### src/sv/gtp_pkg.sv
// ----------------------------------------------------------------------------
// gtp_pkg: shared types and constants for the go-to-pose controller
// Field widths, CORDIC and root-extraction datapath widths, outcome and
// register codes, and the arctangent table used by every chain cell.
// ----------------------------------------------------------------------------
`default_nettype none

package gtp_pkg;

    // Field widths
    localparam int POS_W  = 16;               // positions, 1/1024 m
    localparam int HDG_W  = 15;               // heading, 1/4096 rad
    localparam int GAIN_W = 12;
    localparam int DIST_W = 16;               // arrive distance
    localparam int LIM_W  = 15;               // heading limit
    localparam int FWD_W  = 15;
    localparam int TURN_W = 16;
    localparam int OUT_W  = 2;
    localparam int CFG_IDX_W  = 2;
    localparam int CFG_DATA_W = 16;

    // Datapath widths
    localparam int D_W    = POS_W + 1;        // offset
    localparam int SQ_W   = 32;               // one square, below 2^32
    localparam int DSQ_W  = SQ_W + 1;         // sum of squares
    localparam int RAD_W  = 34;               // radicand, even width
    localparam int ROOT_W = RAD_W / 2;
    localparam int REM_W  = ROOT_W + 3;
    localparam int CORDIC_SHIFT = 16;
    localparam int XY_W   = 36;
    localparam int Z_W    = 25;               // angle accumulator, 2^-20 rad
    localparam int BEAR_W = Z_W - 8;          // bearing, 1/4096 rad
    localparam int ERR_W  = BEAR_W + 1;

    localparam int SQRT_STEPS      = ROOT_W;
    localparam int MAX_ANGLE_STEPS = 24;
    localparam int ATAN_IDX_W      = 5;

    localparam int FULL_SCALE = 16384;
    localparam logic signed [Z_W-1:0] PI_Q20 = 25'sd3294199;

    // Outcome codes
    localparam logic [OUT_W-1:0] OUT_CONTINUE = 2'd0;
    localparam logic [OUT_W-1:0] OUT_ARRIVED  = 2'd1;
    localparam logic [OUT_W-1:0] OUT_TURN     = 2'd2;
    localparam logic [OUT_W-1:0] OUT_RSVD     = 2'd3;

    // Register indexes
    localparam logic [CFG_IDX_W-1:0] REG_DIST_GAIN  = 2'd0;
    localparam logic [CFG_IDX_W-1:0] REG_HDG_GAIN   = 2'd1;
    localparam logic [CFG_IDX_W-1:0] REG_ARRIVE     = 2'd2;
    localparam logic [CFG_IDX_W-1:0] REG_HDG_LIMIT  = 2'd3;

    // State handed from cell to cell
    typedef struct packed {
        logic signed [XY_W-1:0]  x;
        logic signed [XY_W-1:0]  y;
        logic signed [Z_W-1:0]   z;
        logic [RAD_W-1:0]        rad;
        logic [REM_W-1:0]        rem;
        logic [ROOT_W-1:0]       root;
        logic signed [HDG_W-1:0] hd;
        logic                    zero;
        logic                    near;
    } t_cell;

    // atan(2^-i) in 2^-20 rad
    function automatic logic signed [Z_W-1:0] atan_q20(input logic [ATAN_IDX_W-1:0] idx);
        logic signed [Z_W-1:0] v;
        unique case (idx)
            5'd0:    v = 25'sd823550;
            5'd1:    v = 25'sd486170;
            5'd2:    v = 25'sd256879;
            5'd3:    v = 25'sd130396;
            5'd4:    v = 25'sd65451;
            5'd5:    v = 25'sd32757;
            5'd6:    v = 25'sd16383;
            5'd7:    v = 25'sd8192;
            5'd8:    v = 25'sd4096;
            5'd9:    v = 25'sd2048;
            5'd10:   v = 25'sd1024;
            5'd11:   v = 25'sd512;
            5'd12:   v = 25'sd256;
            5'd13:   v = 25'sd128;
            5'd14:   v = 25'sd64;
            5'd15:   v = 25'sd32;
            5'd16:   v = 25'sd16;
            5'd17:   v = 25'sd8;
            5'd18:   v = 25'sd4;
            5'd19:   v = 25'sd2;
            5'd20:   v = 25'sd1;
            default: v = '0;
        endcase
        return v;
    endfunction

endpackage

`default_nettype wire

### src/sv/gtp_cell.sv
// ----------------------------------------------------------------------------
// gtp_cell: one cell of the bearing and distance chain
// Does a CORDIC vectoring micro-rotation if INDEX < ANGLE_STEPS and a digit
// of the integer square root if INDEX < SQRT_STEPS, then hands the state on.
// ----------------------------------------------------------------------------
`default_nettype none

module gtp_cell #(
    parameter int INDEX       = 0,
    parameter int ANGLE_STEPS = 16
) (
    input  logic           i_clk,
    input  logic           i_rst_n,
    input  logic           i_vld,
    input  gtp_pkg::t_cell i_d,
    output logic           o_vld,
    output gtp_pkg::t_cell o_q
);
    import gtp_pkg::*;

    localparam bit DO_ROT  = INDEX < ANGLE_STEPS;
    localparam bit DO_ROOT = INDEX < SQRT_STEPS;
    localparam logic [ATAN_IDX_W-1:0] ATAN_IDX = ATAN_IDX_W'(INDEX);

    logic                   r_vld;
    t_cell                  r_q;
    t_cell                  n_q;
    logic signed [XY_W-1:0] w_xs;
    logic signed [XY_W-1:0] w_ys;
    logic                   w_ypos;
    logic signed [Z_W-1:0]  w_atan;
    logic [REM_W-1:0]       w_rem_t;
    logic [REM_W-1:0]       w_trial;

    assign w_xs    = i_d.x >>> INDEX;
    assign w_ys    = i_d.y >>> INDEX;
    assign w_ypos  = !i_d.y[XY_W-1] && (i_d.y != '0);
    assign w_atan  = atan_q20(ATAN_IDX);
    assign w_rem_t = {i_d.rem[REM_W-3:0], i_d.rad[RAD_W-1 -: 2]};
    assign w_trial = {1'b0, i_d.root, 2'b01};

    always_comb begin
        n_q = i_d;
        if (DO_ROT) begin
            // rotate toward the x axis
            if (w_ypos) begin
                n_q.x = i_d.x + w_ys;
                n_q.y = i_d.y - w_xs;
                n_q.z = i_d.z + w_atan;
            end else begin
                n_q.x = i_d.x - w_ys;
                n_q.y = i_d.y + w_xs;
                n_q.z = i_d.z - w_atan;
            end
        end
        if (DO_ROOT) begin
            n_q.rad = {i_d.rad[RAD_W-3:0], 2'b00};
            if (w_rem_t >= w_trial) begin
                n_q.rem  = w_rem_t - w_trial;
                n_q.root = {i_d.root[ROOT_W-2:0], 1'b1};
            end else begin
                n_q.rem  = w_rem_t;
                n_q.root = {i_d.root[ROOT_W-2:0], 1'b0};
            end
        end
    end

    always_ff @(posedge i_clk) begin
        if (!i_rst_n) begin
            r_vld <= 1'b0;
        end else begin
            r_vld <= i_vld;
        end
    end

    always_ff @(posedge i_clk) begin
        r_q <= n_q;
    end

    assign o_vld = r_vld;
    assign o_q   = r_q;

`ifndef SYNTH
    // root remainder never exceeds twice the partial root
    a_rem_bound: assert property (@(posedge i_clk) disable iff (!i_rst_n)
        o_vld |-> (o_q.rem <= REM_W'({o_q.root, 1'b0})))
        else $error("gtp_cell: root remainder out of bound");

    // after pre-rotation x only grows, so it stays non-negative
    a_x_nonneg: assert property (@(posedge i_clk) disable iff (!i_rst_n)
        o_vld |-> !o_q.x[XY_W-1])
        else $error("gtp_cell: CORDIC x went negative");
`endif

endmodule

`default_nettype wire

### config.mk
export PLATFORM = sky130hd
export DESIGN_NAME = gtp_cell
export DESIGN_NICKNAME = d
export VERILOG_FILES = /design/src/sv/gtp_pkg.sv /design/src/sv/gtp_cell.sv
export SDC_FILE = /design/constraint.sdc
export NUM_CORES = 1
export LEC_CHECK = 0
export ABC_AREA = 1
export BUFFER_PORTS_ARGS = -buffer_cell sky130_fd_sc_hd__buf_2
export CORE_UTILIZATION = 54
export CTS_CLUSTER_SIZE = 8
export DETAILED_ROUTE_END_ITERATION = 10
export GPL_ROUTABILITY_DRIVEN = 1
export PLACE_DENSITY = 0.82
export SYNTH_ARGS = -nofsm -noshare
export SYNTH_HDL_FRONTEND = slang
export SYNTH_SLANG_ARGS = --single-unit
### constraint.sdc
create_clock -name i_clk -period 3.05 [get_ports i_clk]
set_input_delay 0.305 -clock i_clk [delete_from_list [all_inputs] [get_ports i_clk]]
set_output_delay 0.305 -clock i_clk [all_outputs]
set_load 0.005 [all_outputs]
# == Word-level counts from Yosys, hierarchy flattened ==
# Index checks and enable logic that the tools add are counted.
# totals
reg_bits,184
output_inout_bits,186
# classes
addsub,6
order_cmp,1
mux,2
reduce_logical,3
# ops
cell,n
97-bit two-way mux,1
36-bit subtractor,2
37-bit two-way mux,1
36-bit adder,1
36-bit nonzero test,1
"25-bit by 21-bit adder with 25-bit output, second input constant",1
"25-bit by 21-bit subtractor with 25-bit output, second input constant",1
20-bit by 19-bit >= comparator with 1-bit output,1
20-bit by 19-bit subtractor with 20-bit output,1
1-bit logical AND,1
1-bit logical NOT,1

# == Depth between registers and ports, before layout ==
# Gate-level depths: netlist (run 1).
# depth
depth_word,3
depth_mapped,19
mapped_depth_nobuf,17

# == Least setup slack after synthesis (run 1) ==
# Ideal clock, no wire load.
# synth_path
kind,input-to-reg
start,input i_d[144] in the netlist's numbering
end,"register r_q, in the netlist o_q[110]"
setup_time_ns,0.122
arrival_ns,2.530
setup_slack_ns,0.398
cell_stages,16
cell_sequence,inv_1 -> nand4_1 -> nor3_1 -> nand4_1 -> nand2_1 -> inv_1 -> buf_2 -> buf_2 -> ha_1 -> a21oi_1 -> nand2_1 -> a21oi_1 -> o21ai_0 -> nand3b_1 -> nand2_1 -> xor2_1
# synth_rtl
item,line,rtl
start: declaration,gtp_cell.sv:15,"input gtp_pkg::t_cell i_d,"
end signal: assignment,gtp_cell.sv:77,r_q <= n_q;
end: declaration,gtp_cell.sv:26,t_cell r_q;

==> metrics.txt, run 1 <==
worst min-delay path class=primary input to flip-flop; Crit Path Max Fanout=7; pin count of the biggest net entering global routing=73; placed insts=2,909; final instance area=17,800 um2; DRT Pass-1 Iters=11; clock slew at reported path FFs=0.07 ns; max_cap viols=0; Die W=164 um; Starting Density=55.6%; Mapped Area=14,100 um2; post-synthesis sequential area ratio=26.0%; Pwr Total=8.15 mW; FP Rows=58; Largest stage delay, worst path=0.39 ns; die height=164 um; slew margin rel.=45.9%; Detailed Route WL=56,100 um; final setup fails=0; CP cell instances=buf_2 > inv_1 > nand4_1 > nor3_1 > buf_4 > nand4_1 > nand2_2 > inv_2 > buf_4 > fa_1 > nand3_1 > nand2_1 > nand4_1 > nand2_1 > a21oi_1 > o21ai_0 > xor2_1; vias=16,586; pwr dens=458 nW/um2; measured slew at the worst slew-check pin=0.811 ns; DIE AREA=26,800 um2; vias per cell=5.52; initial antenna violation count=3; pre-CTS setup slack=-0.0599 ns; root cell of the clock tree=clkbuf_16; Final Max Tran Viols=0; endpoint class of the critical path=flip-flop; Worst setup SP type=primary input; Top FF cell, synth=dfxtp_1; total global-route track usage=41.2%; hpwl dp=43,300 um; placed cell area=16,600 um2; Avg Cell Area, Syn=6.45 um2; # IOs=374; setup_tns=0 ns; CP Class=primary input to flip-flop; wire per inst=18.7 um; Min Clock Period, post-route=2.77 ns; CTS tree=yes; Highest Clock Rate=0.361 GHz; most common cell after layout, fill and taps aside=nand2_1; Synth top area share=26.0%; DRT antenna net count=0; Area contributors post-synth=dfxtp_1, nand2_1, ha_1, inv_1, nand3_1; Synth area leader=dfxtp_1; wire length of the first global-routing pass=84,000 um; Mapped Cells=2,190; grt ovf=0; Synth warnings=0; status=complete, no violations; WP buf/inv=5; crit path DAT=3.10 ns; Yosys reg bits=183; Synth cell types=48; DRT iter0 DRCs=1,837; share of flip-flops with an asynchronous set or reset=0%; vias in the first global route=15,911; CTS max path bufs=2; Top Family by Delay on Critical Path=simple AND/OR/NAND/NOR gates; RSZ-0062 raised after global routing=false; Layout area overhead=26.1%; CP max-delay cell=fa_1; leakage dissipation=9.76 nW; WHS=0.0500 ns; Core Box Area=25,400 um2; Layout Cells excl Fill=3,007; Layout Utilization=70.1%; DRC errors left=0; Post-synth EDFFs=0; port buffer count=369; Req. time, crit path=3.38 ns; placer's final routability congestion estimate=1.03; Period Utilization, post-route=90.8%; most frequent cells in the layout=nand2_1, buf_2, inv_1; htree depth=4; Worst VDD drop=0.308 mV; Inserted Clock Buffers=17; most numerous cell on the critical path=nand4_1; layout cells sized above 1=18.9%; endpoints failing hold=0; nets@finish=3,002; setup slack after layout=0.280 ns; CTS sink count=183
## synth_stat cells (24+ instances only)
| cell | number |
|---|---|
| inv_1 | 311 |
| dfxtp_1 | 183 |
| nand3_1 | 174 |
| nand4_1 | 24 |
| nor2_1 | 200 |
| buf_2 | 24 |
| a21oi_1 | 155 |
| nor3_1 | 25 |
| xor2_1 | 65 |
| nand2_1 | 620 |
| ha_1 | 146 |
| o21ai_0 | 106 |
## logic make-up after synthesis
group,Yosys count,share of synthesized area [%]
AOI/OAI and AO/OA,338,13.2
xor gates and xnor gates,76,4.72
adders and majority gates,150,13.5
buffers and inverters,367,10.8
DFF,183,26.0
muxes,2,0.142
other,1,0.0266
and+or+nand+nor,1073,31.7
## flip-flops by register name (all words and copies together) (netlist names)
signal	cells
o_vld	1
o_q	182
## path summary, 6_finish.rpt
kind | from | end | slack [ns] | cells past startpoint
min | i_vld | o_vld$_SDFF_PN0_ | 0.05 | 3
max | i_d[144] | o_q[109]$_DFF_P_ | 0.28 | 17
## routing by layer
layer  routed length [um]  track usage [%]  up-vias
li1                     -                -     7912
met1                21400             47.3     7445
met3                 5280             8.66      240
met5                   13                0        -
met2                25000             67.9      987
met4                 4330             29.5        2
## report_power, final
group | switching [mW] | internal (mW)
logic | 1.91 | 1.15
registers | 0.128 | 2.74
clock network | 1.12 | 1.11
total | 3.15 | 4.99
## cell type report
class	count	area (um2)
inverters	315	1180
repair buffers	506	3040
flip-flops and latches	183	3660
fillers	2161	7590
well taps	330	413
clock inverters	13	131
clock buffers	18	439
multi-input cells	1641	8930
diodes	1	2.50
## worst min-delay path, delay by kind of cell
family	cells	cell delay, ns
buf+inv	2	0.11
simple gates	1	0.05
## repair_timing
item,in CTS,in global routing
hold buffers,66,0
gates resized for setup,0,0
endpoints found under the hold margin,66,0
buffers inserted,0,0
(Power assumes the default switching activity.)
==> run 2: changes to the inputs <==
--- a/config.mk
+++ b/config.mk
@@ -7,11 +7,11 @@
 export LEC_CHECK = 0
 export ABC_AREA = 1
 export BUFFER_PORTS_ARGS = -buffer_cell sky130_fd_sc_hd__buf_2
-export CORE_UTILIZATION = 54
+export CORE_UTILIZATION = 59
 export CTS_CLUSTER_SIZE = 8
 export DETAILED_ROUTE_END_ITERATION = 10
 export GPL_ROUTABILITY_DRIVEN = 1
-export PLACE_DENSITY = 0.82
+export PLACE_DENSITY = 0.88
 export SYNTH_ARGS = -nofsm -noshare
 export SYNTH_HDL_FRONTEND = slang
 export SYNTH_SLANG_ARGS = --single-unit
==> constraint.sdc (replaced) <==
create_clock -name i_clk -period 3.28 [get_ports i_clk]
set_input_delay 0.328 -clock i_clk [delete_from_list [all_inputs] [get_ports i_clk]]
set_output_delay 0.328 -clock i_clk [all_outputs]
set_load 0.005 [all_outputs]
==> run 2 against run 1 <==
Net effect:
- the run now ends with negative hold slack left
- largest power group unchanged
- wire length up 0.15%
- cell count shrank 1.9%
- count of clock-buffer cells in the layout decreased by 1
- utilization rose by 4.2 points
- global-route usage grew 4.4 points
- hold slack got worse by 0.058 ns
- setup slack better by 0.037 ns
- critical endpoint is now o_q[110]$_DFF_P_
- total power decreased by 5.8%
- sequential cell count is the same
- first-iteration DRC count is 0.98% higher
==> metrics.txt, run 2 (synthesized netlist as in run 1, its figures left out) <==
status=complete, but fails checks; failing checks=negative hold slack; root cell of the clock tree=clkbuf_16; most common cell after layout, fill and taps aside=nand2_1; CTS max path bufs=2 (unchanged); DRT iter0 DRCs=1,855 (+0.98%); Final Max Tran Viols=0 (unchanged); CTS sink count=183 (unchanged); Crit Path Max Fanout=11 (+4); Highest Clock Rate=0.337 GHz; Reg area=3660 um2 (unchanged); Layout Utilization=74.3% (+4.2 points); endpoint class of the critical path=flip-flop; RSZ-0062 raised after global routing=false; most frequent cells in the layout=nand2_1, buf_2, inv_1; endpoints failing hold=1 (+1); htree depth=4 (unchanged); die height=157 um (-4.3%); total global-route track usage=45.6% (+4.4 points); hpwl dp=42,400 um (-2.2%); CP Class=primary input to flip-flop; final setup fails=0 (unchanged); DRC errors left=0 (unchanged); GR Layer Usage met1=51.1% (+3.8 points); DRT antenna net count=0 (unchanged); nets@finish=2,949 (-1.8%); Core Box Area=23,500 um2 (-7.6%); placed cell area=16,200 um2 (-2.0%); Worst setup SP type=primary input; grt ovf=0 (unchanged); Multi-input gate area=8930 um2 (unchanged); largest register by flop count=o_q; met3 usage=13.6% (+4.9 points); Inserted Clock Buffers=17 (unchanged); DIE AREA=24,500 um2 (-8.4%); vias=16,935 (+2.1%); port buffer count=369 (unchanged); CTS resizes=0 (unchanged); max_cap viols=0 (unchanged); FP Rows=56 (-3.4%); slew margin rel.=46.2% (+0.33 points); WHS=-0.00793 ns (-0.0579 ns); Min Clock Period, post-route=2.96 ns; # IOs=374 (unchanged); Layout area overhead=23.5%; vias per cell=5.74 (+4.1%); Hold Path Sink=o_q[25]$_DFF_P_; wire length of the first global-routing pass=85,100 um (+1.3%); pin count of the biggest net entering global routing=73 (unchanged); Worst VDD drop=0.292 mV (-5.4%); Fill cells=1,853 (-14%); crit path DAT=3.35 ns (+0.25 ns); Pwr Total=7.68 mW (-5.8%); vias in the first global route=16,171 (+1.6%); Req. time, crit path=3.67 ns (+0.29 ns); DRT Pass-1 Iters=9 (-2); final instance area=17,400 um2 (-2.1%); worst min-delay path class=primary input to flip-flop; layout cells sized above 1=17.8% (-1.2 points); hold path depth=1 (-2); Starting Density=60.1% (+4.6 points); CTS tree=yes; min-delay src=i_d[24]; Die W=157 um (-4.3%); measured slew at the worst slew-check pin=0.807 ns (-0.00495 ns); pwr dens=440 nW/um2 (-3.8%); max FFs per register=182 (unchanged); total setup buffers inserted after CTS=0 (unchanged); busiest grt layer=met2; leakage dissipation=9.53 nW (-2.3%); initial antenna violation count=9 (+6); clock slew at reported path FFs=0.09 ns (+0.02 ns); Period Utilization, post-route=90.3%; wire per inst=19.0 um (+2.1%); Detailed Route WL=56,200 um (+0.15%); placer's final routability congestion estimate=1.04 (+0.44%); Post-CTS Hold Buffers=51 (-23%); grt met2 use=74.2% (+6.4 points)
run 2: layout make-up:
type / count / share of cell area (%)
clock inverters: 15 / 1.12
flip-flops and latches: 183 / 21.0
multi-input cells: 1641 / 51.2
repair buffers: 453 / 15.0
clock buffers: 17 / 2.44
inverters: 315 / 6.78
well taps: 319 / 2.29
diodes: 7 / 0.100
run 2: worst max-delay path by stage:
stage | start | to | cells past startpoint
final | i_d[113] | o_q[110]$_DFF_P_ | 16
after global routing | i_d[113] | o_q[105]$_DFF_P_ | 16
after CTS | i_d[113] | o_q[100]$_DFF_P_ | 17
after detailed placement | i_d[113] | o_q[100]$_DFF_P_ | 17
after global placement | i_d[113] | o_q[110]$_DFF_P_ | 16
after floorplan | i_d[144] | o_q[110]$_DFF_P_ | 16
run 2: routing by layer:
| metal | vias to the layer above | wire, um |
|---|---|---|
| li1 | 7823 | - |
| met1 | 7672 | 20400 |
| met2 | 1126 | 25300 |
| met3 | 308 | 6000 |
| met4 | 6 | 4390 |
| met5 | - | 80 |
run 2: report_power, final:
part	internal (mW)	total, mW	switching [mW]	leakage (nW)
sequential	2.55	2.66	0.116	1.54
combinational	1.01	2.80	1.79	7.69
clock	1.05	2.22	1.16	0.297
run 2: through the flow:
step                setup TNS, ns  setup slack [ns]  hold WS (ns)  cells
finish                          0             0.317      -0.00793   2950
global route                    0             0.120       0.00577   2947
floorplan                       0             0.605         0.356   2191
detailed placement       -0.00787          -0.00690         0.432   2856
CTS                             0             0.448      0.000211   2939
global placement                0            0.0489         0.431   2856
run 2: critical path: stages:
cell and delay (ns):
buf_2 0.12, inv_1 0.21, nand4_1 0.28, nor3_1 0.21, buf_4 0.13, nand4_1 0.17, nand2_2 0.14, inv_2 0.13
ha_1 0.38, nand2_1 0.12, nor2_1 0.16, nand4_1 0.08, o21ai_0 0.46, nand3b_1 0.16, nand2_1 0.11, xor2_1 0.15
