File: src/sv/gtp_pkg.sv
// ----------------------------------------------------------------------------
// gtp_pkg: shared types and constants for the go-to-pose controller
// Field widths, CORDIC and root-extraction datapath widths, outcome and
// register codes, and the arctangent table used by every chain cell.
// ----------------------------------------------------------------------------
`default_nettype none

package gtp_pkg;

    // Field widths
    localparam int POS_W  = 16;               // positions, 1/1024 m
    localparam int HDG_W  = 15;               // heading, 1/4096 rad
    localparam int GAIN_W = 12;
    localparam int DIST_W = 16;               // arrive distance
    localparam int LIM_W  = 15;               // heading limit
    localparam int FWD_W  = 15;
    localparam int TURN_W = 16;
    localparam int OUT_W  = 2;
    localparam int CFG_IDX_W  = 2;
    localparam int CFG_DATA_W = 16;

    // Datapath widths
    localparam int D_W    = POS_W + 1;        // offset
    localparam int SQ_W   = 32;               // one square, below 2^32
    localparam int DSQ_W  = SQ_W + 1;         // sum of squares
    localparam int RAD_W  = 34;               // radicand, even width
    localparam int ROOT_W = RAD_W / 2;
    localparam int REM_W  = ROOT_W + 3;
    localparam int CORDIC_SHIFT = 16;
    localparam int XY_W   = 36;
    localparam int Z_W    = 25;               // angle accumulator, 2^-20 rad
    localparam int BEAR_W = Z_W - 8;          // bearing, 1/4096 rad
    localparam int ERR_W  = BEAR_W + 1;

    localparam int SQRT_STEPS      = ROOT_W;
    localparam int MAX_ANGLE_STEPS = 24;
    localparam int ATAN_IDX_W      = 5;

    localparam int FULL_SCALE = 16384;
    localparam logic signed [Z_W-1:0] PI_Q20 = 25'sd3294199;

    // Outcome codes
    localparam logic [OUT_W-1:0] OUT_CONTINUE = 2'd0;
    localparam logic [OUT_W-1:0] OUT_ARRIVED  = 2'd1;
    localparam logic [OUT_W-1:0] OUT_TURN     = 2'd2;
    localparam logic [OUT_W-1:0] OUT_RSVD     = 2'd3;

    // Register indexes
    localparam logic [CFG_IDX_W-1:0] REG_DIST_GAIN  = 2'd0;
    localparam logic [CFG_IDX_W-1:0] REG_HDG_GAIN   = 2'd1;
    localparam logic [CFG_IDX_W-1:0] REG_ARRIVE     = 2'd2;
    localparam logic [CFG_IDX_W-1:0] REG_HDG_LIMIT  = 2'd3;

    // State handed from cell to cell
    typedef struct packed {
        logic signed [XY_W-1:0]  x;
        logic signed [XY_W-1:0]  y;
        logic signed [Z_W-1:0]   z;
        logic [RAD_W-1:0]        rad;
        logic [REM_W-1:0]        rem;
        logic [ROOT_W-1:0]       root;
        logic signed [HDG_W-1:0] hd;
        logic                    zero;
        logic                    near;
    } t_cell;

    // atan(2^-i) in 2^-20 rad
    function automatic logic signed [Z_W-1:0] atan_q20(input logic [ATAN_IDX_W-1:0] idx);
        logic signed [Z_W-1:0] v;
        unique case (idx)
            5'd0:    v = 25'sd823550;
            5'd1:    v = 25'sd486170;
            5'd2:    v = 25'sd256879;
            5'd3:    v = 25'sd130396;
            5'd4:    v = 25'sd65451;
            5'd5:    v = 25'sd32757;
            5'd6:    v = 25'sd16383;
            5'd7:    v = 25'sd8192;
            5'd8:    v = 25'sd4096;
            5'd9:    v = 25'sd2048;
            5'd10:   v = 25'sd1024;
            5'd11:   v = 25'sd512;
            5'd12:   v = 25'sd256;
            5'd13:   v = 25'sd128;
            5'd14:   v = 25'sd64;
            5'd15:   v = 25'sd32;
            5'd16:   v = 25'sd16;
            5'd17:   v = 25'sd8;
            5'd18:   v = 25'sd4;
            5'd19:   v = 25'sd2;
            5'd20:   v = 25'sd1;
            default: v = '0;
        endcase
        return v;
    endfunction

endpackage

`default_nettype wire

File: src/sv/gtp_back.sv
// ----------------------------------------------------------------------------
// gtp_back: velocity scaling, clamping and outcome
// Rounds the bearing, forms the heading error, scales both velocities by
// their gains, clamps them to full scale and classifies the outcome.
// ----------------------------------------------------------------------------
`default_nettype none

module gtp_back (
    input  logic                               i_clk,
    input  logic                               i_rst_n,
    input  logic                               i_vld,
    input  gtp_pkg::t_cell                     i_d,
    input  logic [gtp_pkg::GAIN_W-1:0]         i_distance_gain,
    input  logic [gtp_pkg::GAIN_W-1:0]         i_heading_gain,
    input  logic [gtp_pkg::LIM_W-1:0]          i_heading_limit,
    output logic                               o_strobe,
    output logic [gtp_pkg::FWD_W-1:0]          o_forward_velocity,
    output logic signed [gtp_pkg::TURN_W-1:0]  o_turn_velocity,
    output logic [gtp_pkg::OUT_W-1:0]          o_outcome
);
    import gtp_pkg::*;

    localparam int FPROD_W = ROOT_W + GAIN_W;
    localparam int FSH_W   = FPROD_W + 1 - 4;
    localparam int TPROD_W = ERR_W + GAIN_W + 1;
    localparam int TSH_W   = TPROD_W - 6;
    localparam logic [FSH_W-1:0]        F_MAX = FSH_W'(FULL_SCALE);
    localparam logic signed [TSH_W-1:0] T_MAX = TSH_W'(FULL_SCALE);
    localparam logic signed [TSH_W-1:0] T_MIN = -T_MAX;

    // stage 1
    logic                      r_v1;
    logic signed [ERR_W-1:0]   r1_err;
    logic [FPROD_W-1:0]        r1_fprod;
    logic                      r1_near;
    // stage 2
    logic                      r_v2;
    logic signed [TPROD_W-1:0] r2_tprod;
    logic [FWD_W-1:0]          r2_fwd;
    logic [OUT_W-1:0]          r2_outcome;
    // output stage
    logic                      r_strobe;
    logic [FWD_W-1:0]          r_fwd;
    logic signed [TURN_W-1:0]  r_turn;
    logic [OUT_W-1:0]          r_outcome;

    logic signed [Z_W-1:0]     w_zr;
    logic signed [BEAR_W-1:0]  w_bear;
    logic [ERR_W-1:0]          w_aerr;
    logic [ERR_W-1:0]          w_lim;
    logic [FPROD_W:0]          w_fsum;
    logic [FSH_W-1:0]          w_fsh;
    logic signed [TPROD_W-1:0] w_tsum;
    logic signed [TSH_W-1:0]   w_tsh;
    logic [OUT_W-1:0]          n_outcome;

    // round half up to 1/4096 rad; zero offset has bearing zero
    assign w_zr   = i_d.z + Z_W'(128);
    assign w_bear = i_d.zero ? '0 : w_zr[Z_W-1:8];

    assign w_aerr = r1_err[ERR_W-1] ? ERR_W'(-r1_err) : ERR_W'(r1_err);
    assign w_lim  = ERR_W'(i_heading_limit);
    assign w_fsum = {1'b0, r1_fprod} + (FPROD_W+1)'(8);
    assign w_fsh  = w_fsum[FPROD_W:4];
    assign w_tsum = r2_tprod + TPROD_W'(32);
    assign w_tsh  = w_tsum[TPROD_W-1:6];

    always_comb begin
        priority if (r1_near && (w_aerr < w_lim)) begin
            n_outcome = OUT_ARRIVED;
        end else if (w_aerr > w_lim) begin
            n_outcome = OUT_TURN;
        end else begin
            n_outcome = OUT_CONTINUE;
        end
    end

    always_ff @(posedge i_clk) begin
        if (!i_rst_n) begin
            r_v1     <= 1'b0;
            r_v2     <= 1'b0;
            r_strobe <= 1'b0;
        end else begin
            r_v1     <= i_vld;
            r_v2     <= r_v1;
            r_strobe <= r_v2;
        end
    end

    always_ff @(posedge i_clk) begin
        r1_err     <= {w_bear[BEAR_W-1], w_bear} - ERR_W'(i_d.hd);
        r1_fprod   <= FPROD_W'(i_d.root) * FPROD_W'(i_distance_gain);
        r1_near    <= i_d.near;
        r2_tprod   <= TPROD_W'(r1_err) * $signed(TPROD_W'({1'b0, i_heading_gain}));
        r2_fwd     <= (w_fsh > F_MAX) ? F_MAX[FWD_W-1:0] : w_fsh[FWD_W-1:0];
        r2_outcome <= n_outcome;
        // clamp turn to plus or minus full scale
        priority if (w_tsh > T_MAX) begin
            r_turn <= T_MAX[TURN_W-1:0];
        end else if (w_tsh < T_MIN) begin
            r_turn <= T_MIN[TURN_W-1:0];
        end else begin
            r_turn <= w_tsh[TURN_W-1:0];
        end
        r_fwd      <= r2_fwd;
        r_outcome  <= r2_outcome;
    end

    assign o_strobe           = r_strobe;
    assign o_forward_velocity = r_fwd;
    assign o_turn_velocity    = r_turn;
    assign o_outcome          = r_outcome;

endmodule

`default_nettype wire

File: config.mk
export PLATFORM = sky130hd
export DESIGN_NAME = gtp_back
export DESIGN_NICKNAME = d
export VERILOG_FILES = /design/src/sv/gtp_pkg.sv /design/src/sv/gtp_back.sv
export SDC_FILE = /design/constraint.sdc
export NUM_CORES = 1
export LEC_CHECK = 0
export ABC_AREA = 1
export BUFFER_PORTS_ARGS = -buffer_cell sky130_fd_sc_hd__buf_2
export CORE_ASPECT_RATIO = 0.6
export CORE_MARGIN = 4
export CORE_UTILIZATION = 25
export DETAILED_ROUTE_END_ITERATION = 8
export MAX_ROUTING_LAYER = met4
export PLACE_DENSITY_LB_ADDON = 0.1
export SLEW_MARGIN = 20
export SYNTH_ARGS = -nofsm -noshare
export SYNTH_HDL_FRONTEND = slang
export SYNTH_SLANG_ARGS = --single-unit
File: constraint.sdc
create_clock -name i_clk -period 5.25 [get_ports i_clk]
set_input_delay 0.525 -clock i_clk [delete_from_list [all_inputs] [get_ports i_clk]]
set_output_delay 0.525 -clock i_clk [all_outputs]
set_load 0.01 [all_outputs]
Yosys cells after proc, flatten, opt, wreduce, memory -nomap -nowiden
Index checks and enable logic that the tools add are counted.

Bits in registers: 132. Input port bits: 227. Logic and storage cells: 31.

Add/subtract/negate cells: 5. Multipliers: 2. Magnitude comparators: 5. Muxes and demuxes: 4. Reductions and logical operators: 2.

Operators with widths (number): $add A31 B7 Y31 const B (1); $mul A18 B13 Y31 (1); $add A29 B4 Y30 const B (1); $mul A17 B12 Y29 (1); $gt A26 B15 Y1 const B (1); $add A25 B9 Y25 const B (1); $gt A25 B16 Y1 const B (1); $lt A25 B15 Y1 const B (1); $gt A18 B15 Y1 (1); $lt A18 B15 Y1 (1); $mux W18 (1); $neg A18 Y18 (1); $sub A17 B15 Y18 (1); $mux W17 (1); $mux W16 (1); $mux W2 (1); $reduce_or A2 Y1 (1); $logic_and A1 B1 Y1 (1).

Logic depth before layout (Yosys ltp)
Gate-level depths: netlist of the first run.

Depth after elaboration: 4. Depth in mapped cells: 24. Depth with buffers taken out: 22.

Least setup slack after synthesis of the first run
OpenSTA, ideal clock, no wires.

Path type: input -> register. From: in i_heading_gain[3] in the netlist's numbering. To: reg r2_tprod[30]. Setup time: 0.127 ns. Data arrival time: 5.337 ns. Slack: -0.214 ns. Stages: 21. Buffers on the path: 2. Path through: clkbuf_1 -> clkbuf_1 -> nand2_1 -> fa_1 -> inv_1 -> fa_1 -> inv_1 -> fa_1 -> inv_1 -> fa_1 -> inv_1 -> fa_1 -> inv_1 -> ha_1 -> a21oi_1 -> o21ai_0 -> a21oi_1 -> o21ai_0 -> nor2_1 -> o21ai_0 -> xor2_1.

Word-level cells in the longest chain between the ends: 1.

Ends and longest elaborated chain: start: declaration (RTL line gtp_back.sv:14) `input logic [gtp_pkg::GAIN_W-1:0] i_heading_gain,`; $mul A18 B13 Y31 (RTL line gtp_back.sv:94) `r2_tprod <= TPROD_W'(r1_err) * $signed(TPROD_W'({1'b0, i_heading_gain}));`; end signal: assignment (RTL line gtp_back.sv:94); end: declaration (RTL line gtp_back.sv:38) `logic signed [TPROD_W-1:0] r2_tprod;`.

Every way passes these cells. A chain may end at the register's enable or synchronous reset.

Final worst setup path of the first run
From: reg r1_err[17]. To: reg r2_tprod[26].

Word-level cells in the longest chain between the ends: 1.

Ends and longest elaborated chain: start: declaration (RTL line gtp_back.sv:33) `logic signed [ERR_W-1:0] r1_err;`; start signal: assignment (RTL line gtp_back.sv:91) `r1_err <= {w_bear[BEAR_W-1], w_bear} - ERR_W'(i_d.hd);`; $mul A18 B13 Y31 (RTL line gtp_back.sv:94).

Every way passes these cells.

==> summary.md, run 1 <==
| Metric | Value |
|---|---|
| Asr flop ratio synth | 0 |
| GRT Total Usage | 0.156 |
| Most common cell in the netlist | inv_1 |
| Die height | 234 um |
| Final net count | 3966 |
| Cell variety after synth | 42 |
| Worst hold start | i_d[0] |
| Routed wire length | 65.8 mm |
| Cells after DPL | 4328 |
| Critical path class | reg -> reg |
| Die ar. | 90000 sq um |
| DRC Markers | 0 |
| Prevailing post-synth register cell | dfxtp_1 |
| Number of synthesized flops with an enable pin | 0 |
| Yosys top cell area share | 0.328 |
| Worst reg-to-reg path cell count | 21 |
| Hold Crit Class | in -> reg |
| Ranking of synthesized cells by area | fa_1 33%, inv_1 14%, nand2_1 12%, dfxtp_1 12%, ha_1 9.9% |
| Mapped Area | 21300 sq um |
| Routability Congestion | 0.850 |
| Most frequent CP cell | inv_1 |
| Slowest stage delay, CP | 550 ps |
| Clk Latency, worst-skew pair | 470 ps |
| Final non-filler cell total | 4371 |
| Hold endpoint | r1_near |
| Post-synthesis sequential area ratio | 0.117 |
| Rows | 82 |
| Area Growth Syn to Fin | 24.7% |
| Share of cells above drive strength 1 | 0.177 |
| First-pass GRT wire length | 106 mm |
| CTS tree | done |
| Synthesized flop and latch total | 124 |
| DRT iter0 DRCs | 1011 |
| Slowest cell on the critical path | fa_2 |
| Vias in the first global route | 18828 |
| DR vias | 18266 |
| Least-Margin Pin Slew | 625 ps |
| Crit end category | flip-flop |
| Hpwl dp | 58.7 mm |
| Finished Cell Area | 26500 sq um |
| MaxCap Viol Count | 0 |
| # setup viols final | 0 |
| Reg2reg end | r2_tprod[26] |
| Synth Warn # | 0 |
| Worst-path clk slew | 60 ps |
| Reg-to-reg startpoint | r1_err[17] |
| Required time of the critical path | 5630 ps |
| CTS sink count | 124 |
| DP Area | 25500 sq um |
| RSZ-0062 raised after global routing | yes |
| WHS Path Cells | 1 |
| Largest net degree at the start of global routing | 17 |
| Final hold slack | 167 ps |
| CP Launch Type | flip-flop |
| Mapped Cells | 2870 |
| Post-route ant nets | 0 |
| Core ar. | 83900 sq um |
| Crit-path cells | buf_12 > buf_4 > nand2_2 > inv_1 > fa_2 > buf_4 > fa_2 > inv_1 > fa_1 > inv_1 > fa_1 > inv_1 > fa_1 > inv_1 > ha_4 > nand2_4 > nor4_4 > buf_4 > nand3_1 > nand3_2 > xor2_1 |
| I/O Pins | 261 |
| Gr ovfl total | 0 |
| IO buf count | 127 |
| R2r setup slk | 210 ps |
| Fin. Hold Viols | 0 |
| Most frequent cells after synthesis | 786 x inv_1, 698 x nand2_1, 349 x fa_1 |
| Clock Skews | 15.5 ps |
| Syn_nets | 3614 |
| Fin. max-slew vios | 0 |
| Max Fanout on Critical Path | 6 |
| Worst path arrival time | 5420 ps |
| Root Driver | clkbuf_16 |
| Yosys top cell by area | fa_1 |
| Final worst path period need | 5040 ps |
| DR pass1 iterations | 5 |
| Die Width | 385 um |
| Slew headroom | 0.579 |
| TritonCTS buffer count | 17 |
| CTS Buffer Depth | 2 |
| Starting Density | 0.253 |
| Fmax | 0.198 GHz |
| Routed vias/inst | 4.18 |
| Post-CTS Hold Fix Bufs | 0 |
| Tcrit/Tclk final | 0.960 |
| Routed len/inst | 15.1 um |
| Syn Area/Cell | 7.41 sq um |
| H-tree depth | 4 |
| Initial antenna violation count | 0 |
| Outcome | complete, no violations |
cell families (layout without fill, tap and decap cells):
kind of cell | Yosys count | count (layout) | synth area share
compound gates | 197 | 197 | 0.0510
xor+xnor | 108 | 108 | 0.0445
fa+ha+maj | 517 | 517 | 0.427
buf+inv | 878 | 1243 | 0.156
flops | 124 | 124 | 0.117
other cells | 0 | 2 | 0
simple gates | 1046 | 1046 | 0.205
layer usage:
metal  wire (um)  vias to the layer above  global-route usage
met5           0                        -                   -
met2       22700                      307               0.188
met1       39300                     8839               0.264
li1            -                     9094                   -
met3        3250                       26              0.0217
met4         485                        0              0.0261
state kept, by name (all words and copies together), names as in the netlist:
signal / count
r1_fprod: 26
o_turn_velocity: 16
o_strobe: 1
r2_tprod: 26
o_forward_velocity: 15
o_outcome: 2
r1_near: 1
r2_outcome: 2
r_v2: 1
r1_err: 18
r_v1: 1
r2_fwd: 15
layout by cell type (no fill, tap or decap), drive strengths merged, types with 64 or more instances in the layout:
| cell type | synthesis | final |
|---|---|---|
| a21oi | 97 | 97 |
| buf | 6 | 423 |
| dfxtp | 124 | 124 |
| fa | 349 | 349 |
| ha | 168 | 168 |
| inv | 788 | 791 |
| nand2 | 706 | 706 |
| nand3 | 64 | 64 |
| nor2 | 181 | 181 |
| xor2 | 76 | 76 |
critical path, delay by kind of cell (launching register included):
family                     cells  cell delay (ps)
xor gates and xnor gates       1              140
adders and majority gates      6             2920
DFF                            1              320
buffers and inverters          9              900
and+or+nand+nor                5              660
area by class of cell:
| type | instances | area (sq um) |
|---|---|---|
| multi-input cells | 1868 | 15800 |
| clock inverters | 10 | 150 |
| well taps | 1134 | 1420 |
| repair buffers | 423 | 3190 |
| diodes | 2 | 5.00 |
| flip-flops and latches | 124 | 2500 |
| clock buffers | 22 | 484 |
| inverters | 788 | 2960 |
| fillers | 9206 | 57400 |
worst max-delay path by stage:
stage	cells after the start	slack, ps	to	startpoint
after global routing	21	-9	r2_tprod[27]	r1_err[17]
final	21	210	r2_tprod[26]	r1_err[17]
after global placement	19	-370	r2_tprod[26]	i_heading_gain[4]
after floorplan	21	-1	r2_tprod[30]	i_heading_gain[3]
after CTS	20	9	r2_tprod[26]	r1_err[17]
after detailed placement	17	-330	r2_tprod[26]	i_heading_gain[7]
metrics by stage:
stage,utilization,setup TNS (ps),setup slack [ps]
2_1_floorplan,-,-1.46,-1.46
3_5_place_dp,0.304,-3390,-330
3_3_place_gp,0.304,-3440,-366
4_1_cts,0.312,0,8.99
6_report,0.316,0,211
5_1_grt,0.316,-15.3,-9.36
repair_timing:
item                                    CTS  global route
endpoints found under the setup margin   11            16
pin swaps                                 0            23
buffers inserted                          0             9
gates cloned                              0             0
resized for setup                         7            78
Power of run 1 is left out: the tool's default activity adds up to more than one toggle a clock period on the data nets, which glitch-free logic cannot reach.
==> run 2, diff against run 1 <==
--- a/config.mk
+++ b/config.mk
@@ -7,7 +7,6 @@
 export LEC_CHECK = 0
 export ABC_AREA = 1
 export BUFFER_PORTS_ARGS = -buffer_cell sky130_fd_sc_hd__buf_2
-export CORE_ASPECT_RATIO = 0.6
 export CORE_MARGIN = 4
 export CORE_UTILIZATION = 25
 export DETAILED_ROUTE_END_ITERATION = 8
==> run 2 against run 1 <==
  * Worst setup slack better by 62 ps
  * Final cell count shrank 1.3%
  * Design area down 3.2%
  * Non-clock buffer count decreased by 54
  * Critical path depth decreased by 2
  * Die area decreased by 0.17%
  * Global-route usage decreased by 1.3 points
  * Largest cell class unchanged
==> summary.md, run 2 (same netlist as run 1, synthesis figures left out) <==
| Metric | Value |
|---|---|
| Outcome | complete, no violations (unchanged) |
| Fin util | 0.306 (was 0.316) |
| Worst hold start | i_d[0] (unchanged) |
| Tcrit/Tclk final | 0.948 (was 0.960) |
| # setup viols final | 0 (unchanged) |
| H-tree depth | 4 (unchanged) |
| Hold Crit Class | in -> reg (unchanged) |
| Final worst path period need | 4980 ps (was 5040 ps) |
| Clk Latency, worst-skew pair | 470 ps (about the same) |
| Post-CTS Hold Fix Bufs | 0 (unchanged) |
| Final net count | 3912 (was 3966) |
| Die ar. | 89800 sq um (was 90000 sq um) |
| Fin. max-slew vios | 0 (unchanged) |
| Post-route ant nets | 0 (unchanged) |
| DR pass1 iterations | 5 (unchanged) |
| CP Launch Type | flip-flop (unchanged) |
| Rows | 106 (was 82) |
| CTS tree | done (unchanged) |
| Share of cells above drive strength 1 | 0.150 (was 0.177) |
| DR vias | 17852 (was 18266) |
| DRC Markers | 0 (unchanged) |
| Cells after DPL | 4281 (was 4328) |
| Starting Density | 0.253 (about the same) |
| Max Fanout on Critical Path | 24 (was 6) |
| Vias in the first global route | 19631 (was 18828) |
| CTS Buffer Depth | 2 (unchanged) |
| Gr ovfl total | 0 (unchanged) |
| Fillcell total | 9101 (was 9206) |
| Initial antenna violation count | 0 (unchanged) |
| DP Area | 25000 sq um (was 25500 sq um) |
| Required time of the critical path | 5600 ps (was 5630 ps) |
| RSZ-0062 raised after global routing | no (was yes) |
| Fmax | 0.201 GHz (was 0.198 GHz) |
| Fin. Hold Viols | 0 (unchanged) |
| Final worst slack | 272 ps (was 211 ps) |
| Routability Congestion | 0.850 (about the same) |
| Worst path arrival time | 5330 ps (was 5420 ps) |
| Largest net degree at the start of global routing | 25 (was 17) |
| Clock Skews | 14.6 ps (was 15.5 ps) |
| CTS sink count | 124 (unchanged) |
| Routed wire length | 60.0 mm (was 65.8 mm) |
| Routed vias/inst | 4.14 (was 4.18) |
| Crit end category | flip-flop (unchanged) |
| Finished Cell Area | 25700 sq um (was 26500 sq um) |
| DRT iter0 DRCs | 660 (was 1011) |
| Hpwl dp | 53.2 mm (was 58.7 mm) |
| Worst slack at placement | -250 ps (was -330 ps) |
| Area occupied by registers | 2490 sq um (was 2500 sq um) |
| Core ar. | 84000 sq um (was 83900 sq um) |
| Worst Setup SP | r1_err[17] (unchanged) |
| Area Growth Syn to Fin | 20.7% (was 24.7%) |
| I/O Pins | 261 (unchanged) |
| TritonCTS buffer count | 17 (unchanged) |
| Die height | 300 um (was 234 um) |
| Reg-to-reg startpoint | r1_err[17] (unchanged) |
| Multi-input logic area | 15600 sq um (was 15800 sq um) |
| MaxCap Viol Count | 0 (unchanged) |
| IO buf count | 127 (unchanged) |
| Die Width | 300 um (was 385 um) |
| Regs by FF count | r1_fprod x26, r2_tprod x26, r1_err x18 (unchanged) |
| Routed len/inst | 13.9 um (was 15.1 um) |
| Worst-path clk slew | 60 ps (about the same) |
| Critical path class | reg -> reg (unchanged) |
| Slew headroom | 0.608 (was 0.579) |
| Final non-filler cell total | 4315 (was 4371) |
| First-pass GRT wire length | 101 mm (was 106 mm) |
| Commonest non-fill, non-tap cell in the layout | inv_1 (unchanged) |
| Highest-count cells in the layout ignoring fill and taps | 784 x inv_1, 698 x nand2_1, 347 x fa_1 (was 782 x inv_1, 691 x nand2_1, 345 x fa_1) |
| Least-Margin Pin Slew | 584 ps (was 625 ps) |
| Antenna diodes | 0 (was 2) |
| Root Driver | clkbuf_16 (unchanged) |
| GRT Total Usage | 0.144 (was 0.156) |
run 2: cell types whose count changed in the layout (fill, tap and decap cells not counted), sizes merged:
cell and delta:
bufinv -2, clkinv +3, buf -54, inv +3
diode -2, clkbuf -4
run 2: per-stage QoR:
stage	TNS, ps	hold slack, ps
finish	0	159
global placement	-2760	313
global route	0	121
CTS	0	102
detailed placement	-2710	313
floorplan	-1.46	310
run 2: layer usage:
| layer | vias to the layer above | wire length [um] | track usage |
|---|---|---|---|
| li1 | 8971 | - | - |
| met1 | 8661 | 26800 | 0.175 |
| met2 | 183 | 31000 | 0.260 |
| met3 | 37 | 1350 | 0.0103 |
| met4 | 0 | 807 | 0.0329 |
| met5 | - | 0 | - |
run 2: critical path, cell delays in order, from the launching register on:
cell and delay [ps]:
dfxtp_4 390, buf_12 170, nand2_1 130, inv_1 110, fa_2 520, buf_4 180, fa_1 540, fa_1 440
fa_1 550, inv_1 50, fa_1 530, inv_1 70, ha_4 260, a21oi_2 150, inv_1 50, a31oi_1 190
o21ai_0 130, a31oi_1 150, nand2_1 90, xor2_1 150
run 2: cell type report:
type                            count  area share
Clock inverter                     14     0.00585
Multi-Input combinational cell   1868       0.606
Sequential cell                   124      0.0971
Inverter                          788       0.115
Timing Repair Buffer              369       0.104
Clock buffer                       18      0.0171
Tap cell                         1134      0.0552
run 2: repair_timing:
| item | 4_1_cts | 5_1_grt |
|---|---|---|
| gates resized for setup | 3 | 26 |
| setup endpoints to repair | 4 | 16 |
| pin swaps | 0 | 2 |
| buffers inserted | 0 | 2 |
run 2: final timing paths:
path | endpoint | slack [ps] | cells past startpoint
worst max-delay path | r2_tprod[28] | 270 | 19
worst min-delay path | r1_near | 160 | 1
worst max register to register | r2_tprod[28] | 270 | 19
worst min register to register | o_forward_velocity[5] | 330 | 0
Power of run 2 is left out for the same reason.
==> run 3, diff against run 2 <==
--- a/config.mk
+++ b/config.mk
@@ -8,10 +8,11 @@
 export ABC_AREA = 1
 export BUFFER_PORTS_ARGS = -buffer_cell sky130_fd_sc_hd__buf_2
 export CORE_MARGIN = 4
-export CORE_UTILIZATION = 25
+export CORE_UTILIZATION = 39
 export DETAILED_ROUTE_END_ITERATION = 8
 export MAX_ROUTING_LAYER = met4
 export PLACE_DENSITY_LB_ADDON = 0.1
+export RECOVER_POWER = 100
 export SLEW_MARGIN = 20
 export SYNTH_ARGS = -nofsm -noshare
 export SYNTH_HDL_FRONTEND = slang
==> run 3 against run 2 <==
  * Register-to-register slack is essentially flat
  * Maximum frequency shrank 0.29%
  * Global-route usage grew 5.3 points
  * Flip-flop and latch count is the same
  * Non-clock buffer count shrank 28
  * Clock skew shrank 2.2 ps
  * Sequential share of layout area grew 0.38 points
  * Via count is essentially flat
  * Wire length shrank 10%
==> summary.md, run 3 (same netlist as run 1, synthesis figures left out) <==
| Metric | Value |
|---|---|
| Outcome | complete, no violations (unchanged) |
| H-tree depth | 4 (unchanged) |
| Slew headroom | 0.418 (was 0.608) |
| Fmax | 0.200 GHz (was 0.201 GHz) |
| Clk Latency, worst-skew pair | 430 ps (was 470 ps) |
| Finished Cell Area | 24800 sq um (was 25700 sq um) |
| Rows | 85 (was 106) |
| Routed len/inst | 14.0 um (was 13.9 um) |
| CTS tree | done (unchanged) |
| DR vias | 17838 (was 17852) |
| Max Fanout on Critical Path | 7 (was 24) |
| First-pass GRT wire length | 93.2 mm (was 101 mm) |
| Largest net degree at the start of global routing | 18 (was 25) |
| CTS sink count | 124 (unchanged) |
| Post-route ant nets | 0 (unchanged) |
| Crit-path cells | nand2_1 > fa_1 > inv_1 > fa_2 > clkinvlp_4 > buf_12 > fa_1 > fa_1 > fa_1 > inv_1 > ha_1 > a21o_1 > o21bai_1 > a21oi_1 > nor2_1 > nor2_1 > o21ai_0 > xor2_1 (was buf_12 > nand2_1 > inv_1 > fa_2 > buf_4 > fa_1 > fa_1 > fa_1 > inv_1 > fa_1 > inv_1 > ha_4 > a21oi_2 > inv_1 > a31oi_1 > o21ai_0 > a31oi_1 > nand2_1 > xor2_1) |
| Critical path class | reg -> reg (unchanged) |
| Antenna diodes | 0 (unchanged) |
| Fin. max-slew vios | 0 (unchanged) |
| Routability Congestion | 0.877 (was 0.850) |
| DP Area | 24200 sq um (was 25000 sq um) |
| Core ar. | 53900 sq um (was 84000 sq um) |
| Routed wire length | 54.0 mm (was 60.0 mm) |
| Fin util | 0.460 (was 0.306) |
| Clock Skews | 12.4 ps (was 14.6 ps) |
| DR pass1 iterations | 5 (unchanged) |
| Vias in the first global route | 19335 (was 19631) |
| Slowest stage delay, CP | 580 ps (was 550 ps) |
| MaxCap Viol Count | 0 (unchanged) |
| Routed vias/inst | 4.63 (was 4.14) |
| Gr ovfl total | 0 (unchanged) |
| Final worst path period need | 4990 ps (was 4980 ps) |
| # setup viols final | 0 (unchanged) |
| Least-Margin Pin Slew | 873 ps (was 584 ps) |
| Most frequent CP cell | fa_1 |
| Commonest non-fill, non-tap cell in the layout | inv_1 (unchanged) |
| Regs by FF count | r1_fprod x26, r2_tprod x26, r1_err x18 (unchanged) |
| CTS Buffer Depth | 2 (unchanged) |
| Worst-path clk slew | 60 ps (about the same) |
| Fin. Hold Viols | 0 (unchanged) |
| Worst path arrival time | 5290 ps (was 5330 ps) |
| Initial antenna violation count | 0 (unchanged) |
| Tcrit/Tclk final | 0.951 (was 0.948) |
| Die ar. | 58300 sq um (was 89800 sq um) |
| Share of cells above drive strength 1 | 0.131 (was 0.150) |
| Die Width | 242 um (was 300 um) |
| Crit end category | flip-flop (unchanged) |
| Fillcell total | 5588 (was 9101) |
| IO buf count | 127 (unchanged) |
| Area Growth Syn to Fin | 16.5% (was 20.7%) |
| Slowest cell on the critical path | fa_2 (was fa_1) |
| DRT iter0 DRCs | 657 (was 660) |
| TritonCTS buffer count | 17 (unchanged) |
| Root Driver | clkbuf_16 (unchanged) |
| CP Launch Type | flip-flop (unchanged) |
| Final net count | 3884 (was 3912) |
| Required time of the critical path | 5550 ps (was 5600 ps) |
| I/O Pins | 261 (unchanged) |
| Hold Crit Class | in -> reg (unchanged) |
| DRC Markers | 0 (unchanged) |
| GRT Total Usage | 0.196 (was 0.144) |
| Starting Density | 0.395 (was 0.253) |
| Setup TNS | 0 ps (unchanged) |
| Die height | 242 um (was 300 um) |
| Highest-count cells in the layout ignoring fill and taps | 786 x inv_1, 699 x nand2_1, 346 x fa_1 (was 784 x inv_1, 698 x nand2_1, 347 x fa_1) |
| Hpwl dp | 47.6 mm (was 53.2 mm) |
[run 3: cell types whose count changed in the layout (fill, tap and decap cells not counted), sizes merged]
| cell | change |
|---|---|
| buf | -71 |
| clkbuf | +44 |
| inv | -5 |
| clkinvlp | +2 |
| bufinv | +1 |
| clkinv | +1 |
[run 3: per-stage QoR]
| step | hold WS [ps] | setup WS (ps) | cells |
|---|---|---|---|
| floorplan | 310 | -1.46 | 2870 |
| global placement | 311 | -138 | 3816 |
| detailed placement | 312 | -187 | 3816 |
| CTS | 174 | 16.1 | 3849 |
| global route | 183 | -6.02 | 3849 |
| finish | 197 | 258 | 3849 |
[run 3: worst paths after layout]
| kind | to | cells after the start | slack [ps] | from |
|---|---|---|---|---|
| worst max-delay path | r2_tprod[30] | 18 | 260 | r1_err[17] |
| worst min-delay path | r1_near | 1 | 200 | i_d[0] |
| worst max register to register | r2_tprod[30] | 18 | 260 | r1_err[17] |
| worst min register to register | o_outcome[1] | 0 | 320 | r2_outcome[1] |
[run 3: layout make-up]
cell class	count	area, sq um	area share
clock inverter	13	141	0.00570
timing repair buffer	341	2310	0.0931
inverter	788	2960	0.119
sequential	124	2500	0.101
clock buffer	19	443	0.0179
multi-input combinational	1868	15600	0.628
tap	696	871	0.0351
[run 3: critical path, delay by kind of cell, from the launching register on]
kind / cells / cell delay, ps
adders and majority gates: 6 / 3030
DFF: 1 / 380
xor gates and xnor gates: 1 / 170
buffers and inverters: 4 / 370
and+or+nand+nor: 3 / 230
AOI/OAI and AO/OA: 4 / 670
[run 3: routing by layer]
metal	track usage	vias to the layer above	wire, um
li1	-	8916	-
met1	0.237	8612	23700
met2	0.362	263	28200
met3	0.0148	47	1380
met4	0.0405	0	686
met5	-	-	0
[run 3: repair_timing]
action	in CTS	in global routing
setup endpoints to repair	6	19
hold buffers	0	0
setup buffers	1	0
resized for setup	1	42
pin swaps	0	1
Power of run 3 is left out for the same reason.
